### src/rtl/core/htpp_pkg.sv
// shared types and constants of the pseudo-random probe hash table
`default_nettype none

package htpp_pkg;

	// fixed field widths
	localparam int REQ_W   = 2;
	localparam int CHAR_W  = 8;
	localparam int REF_W   = 10;
	localparam int STAT_W  = 3;
	localparam int PCNT_W  = 6;

	// probe step is (key mod STEP_MOD) + 1
	localparam int STEP_MOD = 10;
	localparam int STEP_W   = 4;

	// largest reportable probe count
	localparam logic [PCNT_W-1:0] PCNT_MAX = 6'd63;

	// request codes
	localparam logic [REQ_W-1:0] REQ_INSERT = 2'd0;
	localparam logic [REQ_W-1:0] REQ_LOOKUP = 2'd1;
	localparam logic [REQ_W-1:0] REQ_CLEAR  = 2'd2;

	// result status codes
	localparam logic [STAT_W-1:0] STAT_FOUND     = 3'd0;
	localparam logic [STAT_W-1:0] STAT_NOT_FOUND = 3'd1;
	localparam logic [STAT_W-1:0] STAT_INSERTED  = 3'd2;
	localparam logic [STAT_W-1:0] STAT_FULL      = 3'd3;
	localparam logic [STAT_W-1:0] STAT_CLEARED   = 3'd4;

	// controller states
	typedef enum logic [2:0] {
		CTL_INIT,
		CTL_IDLE,
		CTL_MOD,
		CTL_READ,
		CTL_CHECK,
		CTL_SWEEP
	} ctl_state_t;

	// commands from controller to datapath
	typedef struct packed {
		logic              accept;
		logic              mod_step;
		logic              probe_start;
		logic              probe_next;
		logic              ins_write;
		logic              sweep_step;
		logic              emit;
		logic [STAT_W-1:0] res_status;
	} htpp_cmd_t;

	// status from datapath to controller
	typedef struct packed {
		logic mod_done;
		logic sweep_done;
		logic slot_empty;
		logic key_match;
		logic walk_done;
		logic out_free;
	} htpp_stat_t;

endpackage

`default_nettype wire

### src/rtl/core/htpp_in_if.sv
// request channel carrying name bytes and operation codes
`default_nettype none

interface htpp_in_if
	import htpp_pkg::*;
();
	logic              valid;
	logic              ready;
	logic [REQ_W-1:0]  req_type;
	logic [CHAR_W-1:0] name_char;
	logic              name_last;
	logic [REF_W-1:0]  record_ref;

	modport source (output valid, req_type, name_char, name_last, record_ref, input ready);
	modport sink   (input valid, req_type, name_char, name_last, record_ref, output ready);
endinterface

`default_nettype wire

### src/rtl/core/htpp_out_if.sv
// result channel carrying status, reference and probe count
`default_nettype none

interface htpp_out_if
	import htpp_pkg::*;
();
	logic              valid;
	logic              ready;
	logic [STAT_W-1:0] status;
	logic [REF_W-1:0]  found_ref;
	logic [PCNT_W-1:0] probe_count;

	modport source (output valid, status, found_ref, probe_count, input ready);
	modport sink   (input valid, status, found_ref, probe_count, output ready);
endinterface

`default_nettype wire

### src/rtl/core/htpp_ctrl.sv
// controller state machine sequencing division, probing and clearing
`default_nettype none

module htpp_ctrl
	import htpp_pkg::*;
(
	input  wire logic             clk,
	input  wire logic             arst_n,
	input  wire logic             in_valid,
	input  wire logic [REQ_W-1:0] req_type,
	input  wire logic             name_last,
	input  wire htpp_stat_t       stat,
	output logic                  in_ready,
	output htpp_cmd_t             cmd
);

	ctl_state_t       state_q, state_d;
	logic [REQ_W-1:0] op_q;
	logic             start_op;

	// state and latched operation
	always_ff @(posedge clk or negedge arst_n) begin
		if (!arst_n) begin
			state_q <= CTL_INIT;
			op_q    <= REQ_INSERT;
		end else begin
			state_q <= state_d;
			if (start_op) begin
				op_q <= req_type;
			end
		end
	end

	// next state and commands
	always_comb begin
		state_d  = state_q;
		cmd      = '0;
		in_ready = 1'b0;
		start_op = 1'b0;
		unique case (state_q)
			CTL_INIT: begin
				cmd.sweep_step = 1'b1;
				if (stat.sweep_done) begin
					state_d = CTL_IDLE;
				end
			end
			CTL_IDLE: begin
				in_ready   = 1'b1;
				cmd.accept = in_valid;
				if (in_valid && name_last) begin
					start_op = 1'b1;
					priority case (req_type)
						REQ_INSERT, REQ_LOOKUP: state_d = CTL_MOD;
						REQ_CLEAR:              state_d = CTL_SWEEP;
						default:                state_d = CTL_IDLE;
					endcase
				end
			end
			CTL_MOD: begin
				if (stat.mod_done) begin
					cmd.probe_start = 1'b1;
					state_d         = CTL_READ;
				end else begin
					cmd.mod_step = 1'b1;
				end
			end
			CTL_READ: begin
				state_d = CTL_CHECK;
			end
			CTL_CHECK: begin
				if (op_q == REQ_INSERT) begin
					// insert stops at the first free slot or once every slot has been probed
					if (stat.slot_empty) begin
						if (stat.out_free) begin
							cmd.ins_write  = 1'b1;
							cmd.emit       = 1'b1;
							cmd.res_status = STAT_INSERTED;
							state_d        = CTL_IDLE;
						end
					end else if (stat.walk_done) begin
						if (stat.out_free) begin
							cmd.emit       = 1'b1;
							cmd.res_status = STAT_FULL;
							state_d        = CTL_IDLE;
						end
					end else begin
						cmd.probe_next = 1'b1;
						state_d        = CTL_READ;
					end
				end else begin
					// lookup stops at an empty slot, a matching key or once every slot has been probed
					if (stat.slot_empty) begin
						if (stat.out_free) begin
							cmd.emit       = 1'b1;
							cmd.res_status = STAT_NOT_FOUND;
							state_d        = CTL_IDLE;
						end
					end else if (stat.key_match) begin
						if (stat.out_free) begin
							cmd.emit       = 1'b1;
							cmd.res_status = STAT_FOUND;
							state_d        = CTL_IDLE;
						end
					end else if (stat.walk_done) begin
						if (stat.out_free) begin
							cmd.emit       = 1'b1;
							cmd.res_status = STAT_NOT_FOUND;
							state_d        = CTL_IDLE;
						end
					end else begin
						cmd.probe_next = 1'b1;
						state_d        = CTL_READ;
					end
				end
			end
			CTL_SWEEP: begin
				if (!stat.sweep_done) begin
					cmd.sweep_step = 1'b1;
				end else if (stat.out_free) begin
					cmd.sweep_step = 1'b1;
					cmd.emit       = 1'b1;
					cmd.res_status = STAT_CLEARED;
					state_d        = CTL_IDLE;
				end
			end
			default: begin
				state_d = CTL_IDLE;
			end
		endcase
	end

endmodule

`default_nettype wire

### src/rtl/core/htpp_dpath.sv
// datapath: key sum, modulo unit, slot memory, probe walk and result register
`default_nettype none

module htpp_dpath
	import htpp_pkg::*;
#(
	parameter int TABLE_SLOTS  = 47,
	parameter int RECORD_COUNT = 1024,
	parameter int KEY_BITS     = 16
) (
	input  wire logic              clk,
	input  wire logic              arst_n,
	input  wire htpp_cmd_t         cmd,
	input  wire logic [CHAR_W-1:0] name_char,
	input  wire logic              name_last,
	input  wire logic [REF_W-1:0]  record_ref,
	input  wire logic              out_ready,
	output htpp_stat_t             stat,
	output logic                   out_valid,
	output logic [STAT_W-1:0]      status,
	output logic [REF_W-1:0]       found_ref,
	output logic [PCNT_W-1:0]      probe_count
);

	localparam int IDX_W  = $clog2(TABLE_SLOTS);
	localparam int CNT_W  = $clog2(TABLE_SLOTS + 1);
	localparam int WORD_W = 1 + KEY_BITS + REF_W;
	localparam int REF_CAP = RECORD_COUNT - 1;
	localparam logic [REF_W-1:0] REF_SAT = REF_W'(REF_CAP);

	// rounded-up reciprocals, exact quotients for every key
	localparam int MUL_W  = KEY_BITS + 1;
	localparam int PROD_W = KEY_BITS + MUL_W;
	localparam int SH_S   = KEY_BITS + IDX_W;
	localparam int SH_T   = KEY_BITS + STEP_W;
	localparam logic [63:0] RCP_S =
		((64'd1 << SH_S) + 64'(TABLE_SLOTS) - 64'd1) / 64'(TABLE_SLOTS);
	localparam logic [63:0] RCP_T =
		((64'd1 << SH_T) + 64'(STEP_MOD) - 64'd1) / 64'(STEP_MOD);
	localparam logic [MUL_W-1:0] MUL_S = MUL_W'(RCP_S);
	localparam logic [MUL_W-1:0] MUL_T = MUL_W'(RCP_T);

	// phases of the remainder unit
	localparam logic [1:0] MOD_MUL  = 2'd0;
	localparam logic [1:0] MOD_DONE = 2'd2;

	logic [KEY_BITS-1:0] key_sum_q, key_next, key_q;
	logic [REF_W-1:0]    ref_q, ref_sat;
	logic [IDX_W-1:0]    rem_s_q, pos_q, sweep_q, pos_adv;
	logic [IDX_W:0]      pos_sum;
	logic [STEP_W-1:0]   rem_t_q, step_q;
	logic [1:0]          mod_cnt_q;
	logic [PROD_W-1:0]   prod_s_q, prod_t_q;
	logic [KEY_BITS-1:0] quo_s, quo_t, rem_s_full, rem_t_full;
	logic [CNT_W-1:0]    n_q;
	logic [WORD_W-1:0]   slot_mem_q [TABLE_SLOTS];
	logic [WORD_W-1:0]   rd_q;
	logic                rd_valid;
	logic [KEY_BITS-1:0] rd_key;
	logic [REF_W-1:0]    rd_rec;
	logic                out_valid_q;
	logic [STAT_W-1:0]   status_q;
	logic [REF_W-1:0]    found_ref_q;
	logic [PCNT_W-1:0]   probe_count_q, n_sat;

	// next key sum and saturated reference
	assign key_next = key_sum_q + KEY_BITS'(name_char);
	assign ref_sat  = ({7'd0, record_ref} > 17'(REF_CAP)) ? REF_SAT : record_ref;

	// remainders from the registered reciprocal products
	assign quo_s      = KEY_BITS'(prod_s_q >> SH_S);
	assign quo_t      = KEY_BITS'(prod_t_q >> SH_T);
	assign rem_s_full = key_q - quo_s * KEY_BITS'(TABLE_SLOTS);
	assign rem_t_full = key_q - quo_t * KEY_BITS'(STEP_MOD);

	// next probe position, wrapping around the table
	assign pos_sum = {1'b0, pos_q} + (IDX_W+1)'(step_q);
	assign pos_adv = (pos_sum >= (IDX_W+1)'(TABLE_SLOTS)) ?
		IDX_W'(pos_sum - (IDX_W+1)'(TABLE_SLOTS)) : IDX_W'(pos_sum);

	// key accumulation, division and walk control registers
	always_ff @(posedge clk or negedge arst_n) begin
		if (!arst_n) begin
			key_sum_q <= '0;
			mod_cnt_q <= '0;
			sweep_q   <= '0;
			n_q       <= '0;
		end else begin
			if (cmd.accept) begin
				key_sum_q <= name_last ? '0 : key_next;
				if (name_last) begin
					mod_cnt_q <= MOD_MUL;
				end
			end else if (cmd.mod_step) begin
				mod_cnt_q <= mod_cnt_q + 1'b1;
			end
			if (cmd.sweep_step) begin
				sweep_q <= stat.sweep_done ? '0 : sweep_q + 1'b1;
			end
			if (cmd.probe_start) begin
				n_q <= CNT_W'(1);
			end else if (cmd.probe_next) begin
				n_q <= n_q + 1'b1;
			end
		end
	end

	// payload registers of the operation
	always_ff @(posedge clk) begin
		if (cmd.accept && name_last) begin
			key_q <= key_next;
			ref_q <= ref_sat;
		end else if (cmd.mod_step) begin
			if (mod_cnt_q == MOD_MUL) begin
				prod_s_q <= PROD_W'(key_q) * PROD_W'(MUL_S);
				prod_t_q <= PROD_W'(key_q) * PROD_W'(MUL_T);
			end else begin
				rem_s_q <= IDX_W'(rem_s_full);
				rem_t_q <= STEP_W'(rem_t_full);
			end
		end
		if (cmd.probe_start) begin
			pos_q  <= rem_s_q;
			step_q <= rem_t_q + 1'b1;
		end else if (cmd.probe_next) begin
			pos_q <= pos_adv;
		end
	end

	// slot memory, one write port and one registered read port
	always_ff @(posedge clk) begin
		if (cmd.ins_write) begin
			slot_mem_q[pos_q] <= {1'b1, key_q, ref_q};
		end else if (cmd.sweep_step) begin
			slot_mem_q[sweep_q] <= '0;
		end
		rd_q <= slot_mem_q[pos_q];
	end

	assign rd_valid = rd_q[WORD_W-1];
	assign rd_key   = rd_q[KEY_BITS+REF_W-1:REF_W];
	assign rd_rec   = rd_q[REF_W-1:0];

	// status towards the controller
	always_comb begin
		stat.mod_done   = (mod_cnt_q == MOD_DONE);
		stat.sweep_done = (sweep_q == IDX_W'(TABLE_SLOTS - 1));
		stat.slot_empty = !rd_valid;
		stat.key_match  = rd_valid && (rd_key == key_q);
		stat.walk_done  = (n_q == CNT_W'(TABLE_SLOTS));
		stat.out_free   = !out_valid_q || out_ready;
	end

	assign n_sat = (32'(n_q) > 32'(PCNT_MAX)) ? PCNT_MAX : PCNT_W'(n_q);

	// result register
	always_ff @(posedge clk or negedge arst_n) begin
		if (!arst_n) begin
			out_valid_q <= 1'b0;
		end else if (cmd.emit) begin
			out_valid_q <= 1'b1;
		end else if (out_ready) begin
			out_valid_q <= 1'b0;
		end
	end

	always_ff @(posedge clk) begin
		if (cmd.emit) begin
			status_q <= cmd.res_status;
			if (cmd.res_status == STAT_FOUND) begin
				found_ref_q <= rd_rec;
			end else if (cmd.res_status == STAT_INSERTED) begin
				found_ref_q <= ref_q;
			end else begin
				found_ref_q <= '0;
			end
			probe_count_q <= (cmd.res_status == STAT_CLEARED) ? '0 : n_sat;
		end
	end

	assign out_valid   = out_valid_q;
	assign status      = status_q;
	assign found_ref   = found_ref_q;
	assign probe_count = probe_count_q;

endmodule

`default_nettype wire

### src/rtl/core/hash_table_pseudo_random_probe_top.sv
// top level of the open-addressing hash table with pseudo-random probing
//
// req_ch takes one name byte per transaction; bytes are summed into a key.
// On the byte marked name_last the request runs: insert, lookup or clear.
// A non-final byte is accepted in the idle state and gives no result.
// Insert and lookup first reduce the key modulo the slot count and modulo
// ten by reciprocal multiplication, then walk the slot memory: each slot
// gets a registered read, then a compare. req_ch is not ready until the
// result transaction is offered on res_ch. Clear sweeps the slot memory
// one entry per cycle, the last entry once res_ch is free. After reset
// the same sweep runs while req_ch is held not ready; the key sum starts
// at zero. Results sit in an output register; bytes keep being taken while
// it waits, but a finished operation holds in place until res_ch is free,
// so a stalled receiver stalls the next request.
`default_nettype none

module hash_table_pseudo_random_probe_top
	import htpp_pkg::*;
#(
	parameter int TABLE_SLOTS  = 47,
	parameter int RECORD_COUNT = 1024,
	parameter int KEY_BITS     = 16
) (
	input wire logic    clk,
	input wire logic    arst_n,
	htpp_in_if.sink     req_ch,
	htpp_out_if.source  res_ch
);

	htpp_cmd_t  cmd;
	htpp_stat_t stat;
	logic       in_ready;

	// sequencing
	htpp_ctrl u_ctrl (
		.clk       (clk),
		.arst_n    (arst_n),
		.in_valid  (req_ch.valid),
		.req_type  (req_ch.req_type),
		.name_last (req_ch.name_last),
		.stat      (stat),
		.in_ready  (in_ready),
		.cmd       (cmd)
	);

	// storage and arithmetic
	htpp_dpath #(
		.TABLE_SLOTS  (TABLE_SLOTS),
		.RECORD_COUNT (RECORD_COUNT),
		.KEY_BITS     (KEY_BITS)
	) u_dpath (
		.clk         (clk),
		.arst_n      (arst_n),
		.cmd         (cmd),
		.name_char   (req_ch.name_char),
		.name_last   (req_ch.name_last),
		.record_ref  (req_ch.record_ref),
		.out_ready   (res_ch.ready),
		.stat        (stat),
		.out_valid   (res_ch.valid),
		.status      (res_ch.status),
		.found_ref   (res_ch.found_ref),
		.probe_count (res_ch.probe_count)
	);

	assign req_ch.ready = in_ready;

endmodule

`default_nettype wire
### src/flat_wrapper.sv
// flat-port wrapper written by rule: the top's interface ports become plain ports
module hash_table_pseudo_random_probe_top_flat import htpp_pkg::*;
#(
	parameter int TABLE_SLOTS  = 47,
	parameter int RECORD_COUNT = 1024,
	parameter int KEY_BITS     = 16
)
  (clk, arst_n, req_ch_valid, req_ch_req_type, req_ch_name_char, req_ch_name_last, req_ch_record_ref, req_ch_ready, res_ch_valid, res_ch_status, res_ch_found_ref, res_ch_probe_count, res_ch_ready);
  htpp_in_if req_ch_i ();
  htpp_out_if res_ch_i ();
  input wire logic clk;
  input wire logic arst_n;
  input wire logic [$bits(req_ch_i.valid)-1:0] req_ch_valid;
  input wire logic [$bits(req_ch_i.req_type)-1:0] req_ch_req_type;
  input wire logic [$bits(req_ch_i.name_char)-1:0] req_ch_name_char;
  input wire logic [$bits(req_ch_i.name_last)-1:0] req_ch_name_last;
  input wire logic [$bits(req_ch_i.record_ref)-1:0] req_ch_record_ref;
  output wire logic [$bits(req_ch_i.ready)-1:0] req_ch_ready;
  output wire logic [$bits(res_ch_i.valid)-1:0] res_ch_valid;
  output wire logic [$bits(res_ch_i.status)-1:0] res_ch_status;
  output wire logic [$bits(res_ch_i.found_ref)-1:0] res_ch_found_ref;
  output wire logic [$bits(res_ch_i.probe_count)-1:0] res_ch_probe_count;
  input wire logic [$bits(res_ch_i.ready)-1:0] res_ch_ready;
  assign req_ch_i.valid = req_ch_valid;
  assign req_ch_i.req_type = req_ch_req_type;
  assign req_ch_i.name_char = req_ch_name_char;
  assign req_ch_i.name_last = req_ch_name_last;
  assign req_ch_i.record_ref = req_ch_record_ref;
  assign req_ch_ready = req_ch_i.ready;
  assign res_ch_valid = res_ch_i.valid;
  assign res_ch_status = res_ch_i.status;
  assign res_ch_found_ref = res_ch_i.found_ref;
  assign res_ch_probe_count = res_ch_i.probe_count;
  assign res_ch_i.ready = res_ch_ready;
  hash_table_pseudo_random_probe_top #(.TABLE_SLOTS(TABLE_SLOTS), .RECORD_COUNT(RECORD_COUNT), .KEY_BITS(KEY_BITS)) u_core (.clk(clk), .arst_n(arst_n), .req_ch(req_ch_i), .res_ch(res_ch_i));
endmodule
### config.mk
export PLATFORM = sky130hd
export DESIGN_NAME = hash_table_pseudo_random_probe_top_flat
export DESIGN_NICKNAME = d
export VERILOG_FILES = /design/src/rtl/core/htpp_pkg.sv /design/src/rtl/core/htpp_in_if.sv /design/src/rtl/core/htpp_out_if.sv /design/src/rtl/core/htpp_ctrl.sv /design/src/rtl/core/htpp_dpath.sv /design/src/rtl/core/hash_table_pseudo_random_probe_top.sv /design/src/flat_wrapper.sv
export SDC_FILE = /design/constraint.sdc
export NUM_CORES = 2
export LEC_CHECK = 0
export BUFFER_PORTS_ARGS = -buffer_cell sky130_fd_sc_hd__buf_2
export CORE_ASPECT_RATIO = 1.75
export CORE_UTILIZATION = 45
export DETAILED_ROUTE_END_ITERATION = 6
export GPL_TIMING_DRIVEN = 0
export SYNTH_ARGS = -nofsm -noshare
export SYNTH_HDL_FRONTEND = slang
export SYNTH_HIERARCHICAL = 1
export SYNTH_SLANG_ARGS = --single-unit
### constraint.sdc
create_clock -name clk -period 12.2 [get_ports clk]
set_clock_uncertainty 0.05 [all_clocks]
set_input_delay 0.61 -clock clk [delete_from_list [all_inputs] [get_ports clk]]
set_output_delay 0.61 -clock clk [all_outputs]
set_load 0.03 [all_outputs]
==> impl_summary.log <==
[metrics] area fraction in and, or, nand and nor cells after synthesis: 2.588%
[metrics] ports placed on the boundary: 46
[metrics] share of the synthesized area in the top cell type: 65.01%
[metrics] synthesized cell area: 62040 sq um
[metrics] vias in the first global route: 33200
[metrics] Post-synth ARST share: 2.560%
[metrics] instance area after placement: 66330 sq um
[metrics] synth unique cells: 72
[metrics] cell count after synthesis: 3262
[metrics] portion of total power attributed to sequential cells: 33.2%
[metrics] status: finished, final reports clean
[metrics] area of the core region: 136400 sq um
[metrics] die span in y: 493.2 um
[metrics] first-iteration detailed-routing DRC count: 2517
[metrics] number of buffers created by CTS: 118
[metrics] Pre-antenna DRT Iters: 7
[metrics] remaining number of nets flagged by the antenna check after routing: 0
[metrics] global-route wire length before repair: 238.0 mm
[metrics] fraction of final layout cells with drive strength greater than 1: 22.49%
[metrics] cell type of the slowest stage on the worst timing path: edfxtp_1
[metrics] per-cell via count in the routed design: 5.818
[metrics] cell internal power dissipation: 0.01243 W
[metrics] switching fraction of total power: 37.69%
[metrics] fraction of the cycle the final worst path needs: 59.52%
[metrics] critical path data required time: 12.63 ns
[metrics] Clock Tree Root: clkbuf_16
[metrics] power per cell area: 282.2 nW/um^2
[metrics] combinational family with the most area after synthesis: multiplexers
[metrics] Setup-failing EPs final: 0
[metrics] Routed WL: 168.7 mm
[metrics] kind of launch point of the worst setup path: register
[metrics] antenna violations before repair: 3
[metrics] commonest non-fill, non-tap cell in the layout: edfxtp_1
[metrics] post-synth top area cell: edfxtp_1
[metrics] adder-cell share of the synthesized area: 9.201%
[metrics] Die X: 282.7 um
[metrics] mux share of post-synthesis cell area: 14.93%
[metrics] max-capacitance violation count: 0
[metrics] count of nets after finishing: 3892
[metrics] highest-count cells in the layout ignoring fill and taps: edfxtp_1 (1343), mux4_2 (378), inv_1 (303)
[metrics] Tightest Pin Transition: 1.467 ns
[metrics] XOR/XNOR share of the synthesized area: 1.228%
[metrics] setup tns final: 0 ns
[metrics] I/O Buffers: 45
[metrics] number of H-tree levels: 3
[metrics] clock period minus final worst setup slack: 7.261 ns
[metrics] DIE AREA: 139400 sq um
[metrics] maximum number of pins on one net before global-route repair: 48
[metrics] headroom to the max-slew limit: 2.209%
[metrics] share of power burned in combinational logic: 46.1%
[metrics] endpoint type of the worst setup path: register
[metrics] max-slew violation count: 0
[metrics] Synth Area in Compound Gates: 2.061%
[metrics] Avg WL per Cell: 31.17 um
[metrics] number of remaining DRC errors: 0
[metrics] library cell appearing most often on the critical path: fa_1
[metrics] Worst path max stage delay: 1.06 ns
[metrics] top_reg_cell synth: edfxtp_1
[metrics] remaining global-route overflow: 0
[metrics] power dissipated by switching net loads: 0.007518 W
[metrics] Post-Syn Nets: 3652
[metrics] number of clock sinks: 1406
[metrics] total vias in the final route: 31490
[metrics] Leakage: 24.52 nW
[metrics] share of the yosys chip area belonging to registers: 67.33%
[metrics] final-report hold violation count: 0
[metrics] final instance area: 70690 sq um
[metrics] Synth area leaders: edfxtp_1 (65%), mux4_2 (14%), fa_1 (4.9%)
[metrics] CP Data Arrival Time: 7.69 ns
[metrics] Synth Register Bits: 1406
[metrics] crit path max fanout: 13
[metrics] total routing usage reported by global routing: 24.77%
[metrics] Synthesis Warnings: 6
[metrics] weighted congestion reported at the end of routability-driven placement: 0.8657
[metrics] Crit Path Category: register to register
[metrics] Initial Util: 45.48%
[metrics] Skew-Pair Late Insertion Delay: 0.75 ns
[metrics] post-placement worst setup slack: 4.843 ns
[metrics] setup repair after global routing missed its margin: false
[metrics] r2r setup slk: 4.94 ns
[metrics] CP cell instances: ha_1 -> inv_1 -> fa_1 -> inv_1 -> fa_1 -> fa_1 -> inv_1 -> fa_1 -> fa_1 -> inv_1 -> ha_1 -> and3_1 -> a221o_1 -> a2111oi_0 -> o31ai_1 -> a221oi_2 -> a21oi_1 -> xnor2_1
[metrics] Rows: 179
[metrics] CTS clock-pin slew for the worst setup and hold paths: 0.07 ns
[metrics] worst vdd rail ir drop: 369.6 uV
[metrics] Post-synth EDFFs: 1343
[metrics] HP Class: primary input to register
[metrics] synth-to-layout area growth: 13.95%
[metrics] Max Fclk: 137.7 MHz
[metrics] CTS tree: yes
[metrics] Clk pwr share: 20.7%
[metrics] smallest setup slack after layout: 4.939 ns
[metrics] syn_area_per_cell: 19.02 sq um
[metrics] post-CTS sizing: 0
[metrics] half-perimeter wire length after placement: 116.4 mm
[metrics] Max Root-Sink Buffers: 3
## synthesized netlist by cell type, types with 29 or more instances
cell,count
mux4_2,378
buf_2,35
o21ai_0,59
fa_1,152
mux2i_1,69
edfxtp_1,1343
clkbuf_1,63
xor2_1,32
ha_1,213
nor2_1,86
xnor2_1,55
o21ai_1,29
dfrtp_1,36
inv_1,303
and2_1,29
nand2_1,113
## cell families (layout without fill, tap and decap cells)
group	after synthesis	in the layout
flops	1406	1406
mux	452	452
buf+inv	424	763
fa+ha+maj	365	365
simple gates	332	332
compound gates	196	196
xor+xnor	87	87
other cells	0	2
## timing repair
action,4_1_cts,5_1_grt
endpoints found under the setup margin,0,0
endpoints found under the hold margin,46,0
hold buffers,11,0
setup buffers,0,0
## through the flow
stage	total power [W]	util, %	std cells	hold WS [ns]
finish	0.01995	51.83	5413	0.08279
global route	0.02139	51.83	5413	0.07579
CTS	0.02026	51.82	5410	0.04829
detailed placement	0.01609	48.63	5180	0.4341
global placement	0.01572	47.31	5117	0.4242
floorplan	0.01283	-	3262	0.2644
## metal layers
layer / vias to the layer above / wire length, um / GRT usage, %
li1: 13150 / - / -
met1: 16920 / 56190 / 26.71
met2: 1095 / 94180 / 46.51
met3: 334 / 8834 / 3.092
met4: 0 / 9543 / 13.13
met5: - / 0 / 0
## registers in the layout, summed over array words and instances (netlist names), 4 cells and up
register                    count
u_core/u_dpath/found_ref       10
u_core/u_dpath/key_q           16
u_core/u_dpath/key_sum_q       16
u_core/u_dpath/n_q              6
u_core/u_dpath/pos_q            6
u_core/u_dpath/probe_count      6
u_core/u_dpath/prod_s_q         6
u_core/u_dpath/rd_q            27
u_core/u_dpath/ref_q           10
u_core/u_dpath/rem_s_q          6
u_core/u_dpath/rem_t_q          4
u_core/u_dpath/slot_mem_q    1269
u_core/u_dpath/step_q           4
u_core/u_dpath/sweep_q          6
## final cells by class
type                            count  area, sq um
Antenna cell                        2        5.005
Buffer                            121        515.5
Clock buffer                      136         3063
Clock inverter                     83         1166
Fill cell                       10740        65700
Inverter                          303         1137
Multi-Input combinational cell   1432        19010
Sequential cell                  1406        41770
Tap cell                         1810         2265
Timing Repair Buffer              120         1764
## power groups by stage
| stage | Sequential [W] | Combinational, W | Clock, W |
|---|---|---|---|
| floorplan | 0.00666 | 0.00618 | 0 |
| global placement | 0.00680 | 0.00892 | 0 |
| detailed placement | 0.00673 | 0.00936 | 0 |
| CTS | 0.00662 | 0.00944 | 0.00420 |
| global route | 0.00664 | 0.0104 | 0.00436 |
| finish | 0.00662 | 0.00919 | 0.00414 |
## critical path: cells and delay by family, from the launching register on
| kind | cells | cell delay, ns |
|---|---|---|
| adder cells (fa/ha/maj) | 7 | 3.30 |
| flip-flops | 1 | 1.06 |
| buffers and inverters | 4 | 0.34 |
| AND/OR/NAND/NOR | 1 | 0.20 |
| AO/OA/AOI/OAI | 5 | 1.88 |
| XOR/XNOR | 1 | 0.14 |
## worst paths after layout
| path | startpoint | endpoint | cells after the start |
|---|---|---|---|
| setup / recovery | u_core/u_dpath/key_q[5] | u_core/u_dpath/prod_s_q[27] | 18 |
| hold / removal | req_ch_req_type[0] | u_core/u_ctrl/op_q[0] | 2 |
| setup reg to reg | u_core/u_dpath/key_q[5] | u_core/u_dpath/prod_s_q[27] | 18 |
| hold reg to reg | u_core/u_dpath/mod_cnt_q[0] | u_core/u_dpath/mod_cnt_q[0] | 1 |
| max in group asynchronous | arst_n | u_core/u_dpath/mod_cnt_q[1] | 2 |
| min in group asynchronous | arst_n | u_core/u_dpath/key_sum_q[6] | 2 |
Note: power is estimated with default switching activity, not from simulation.
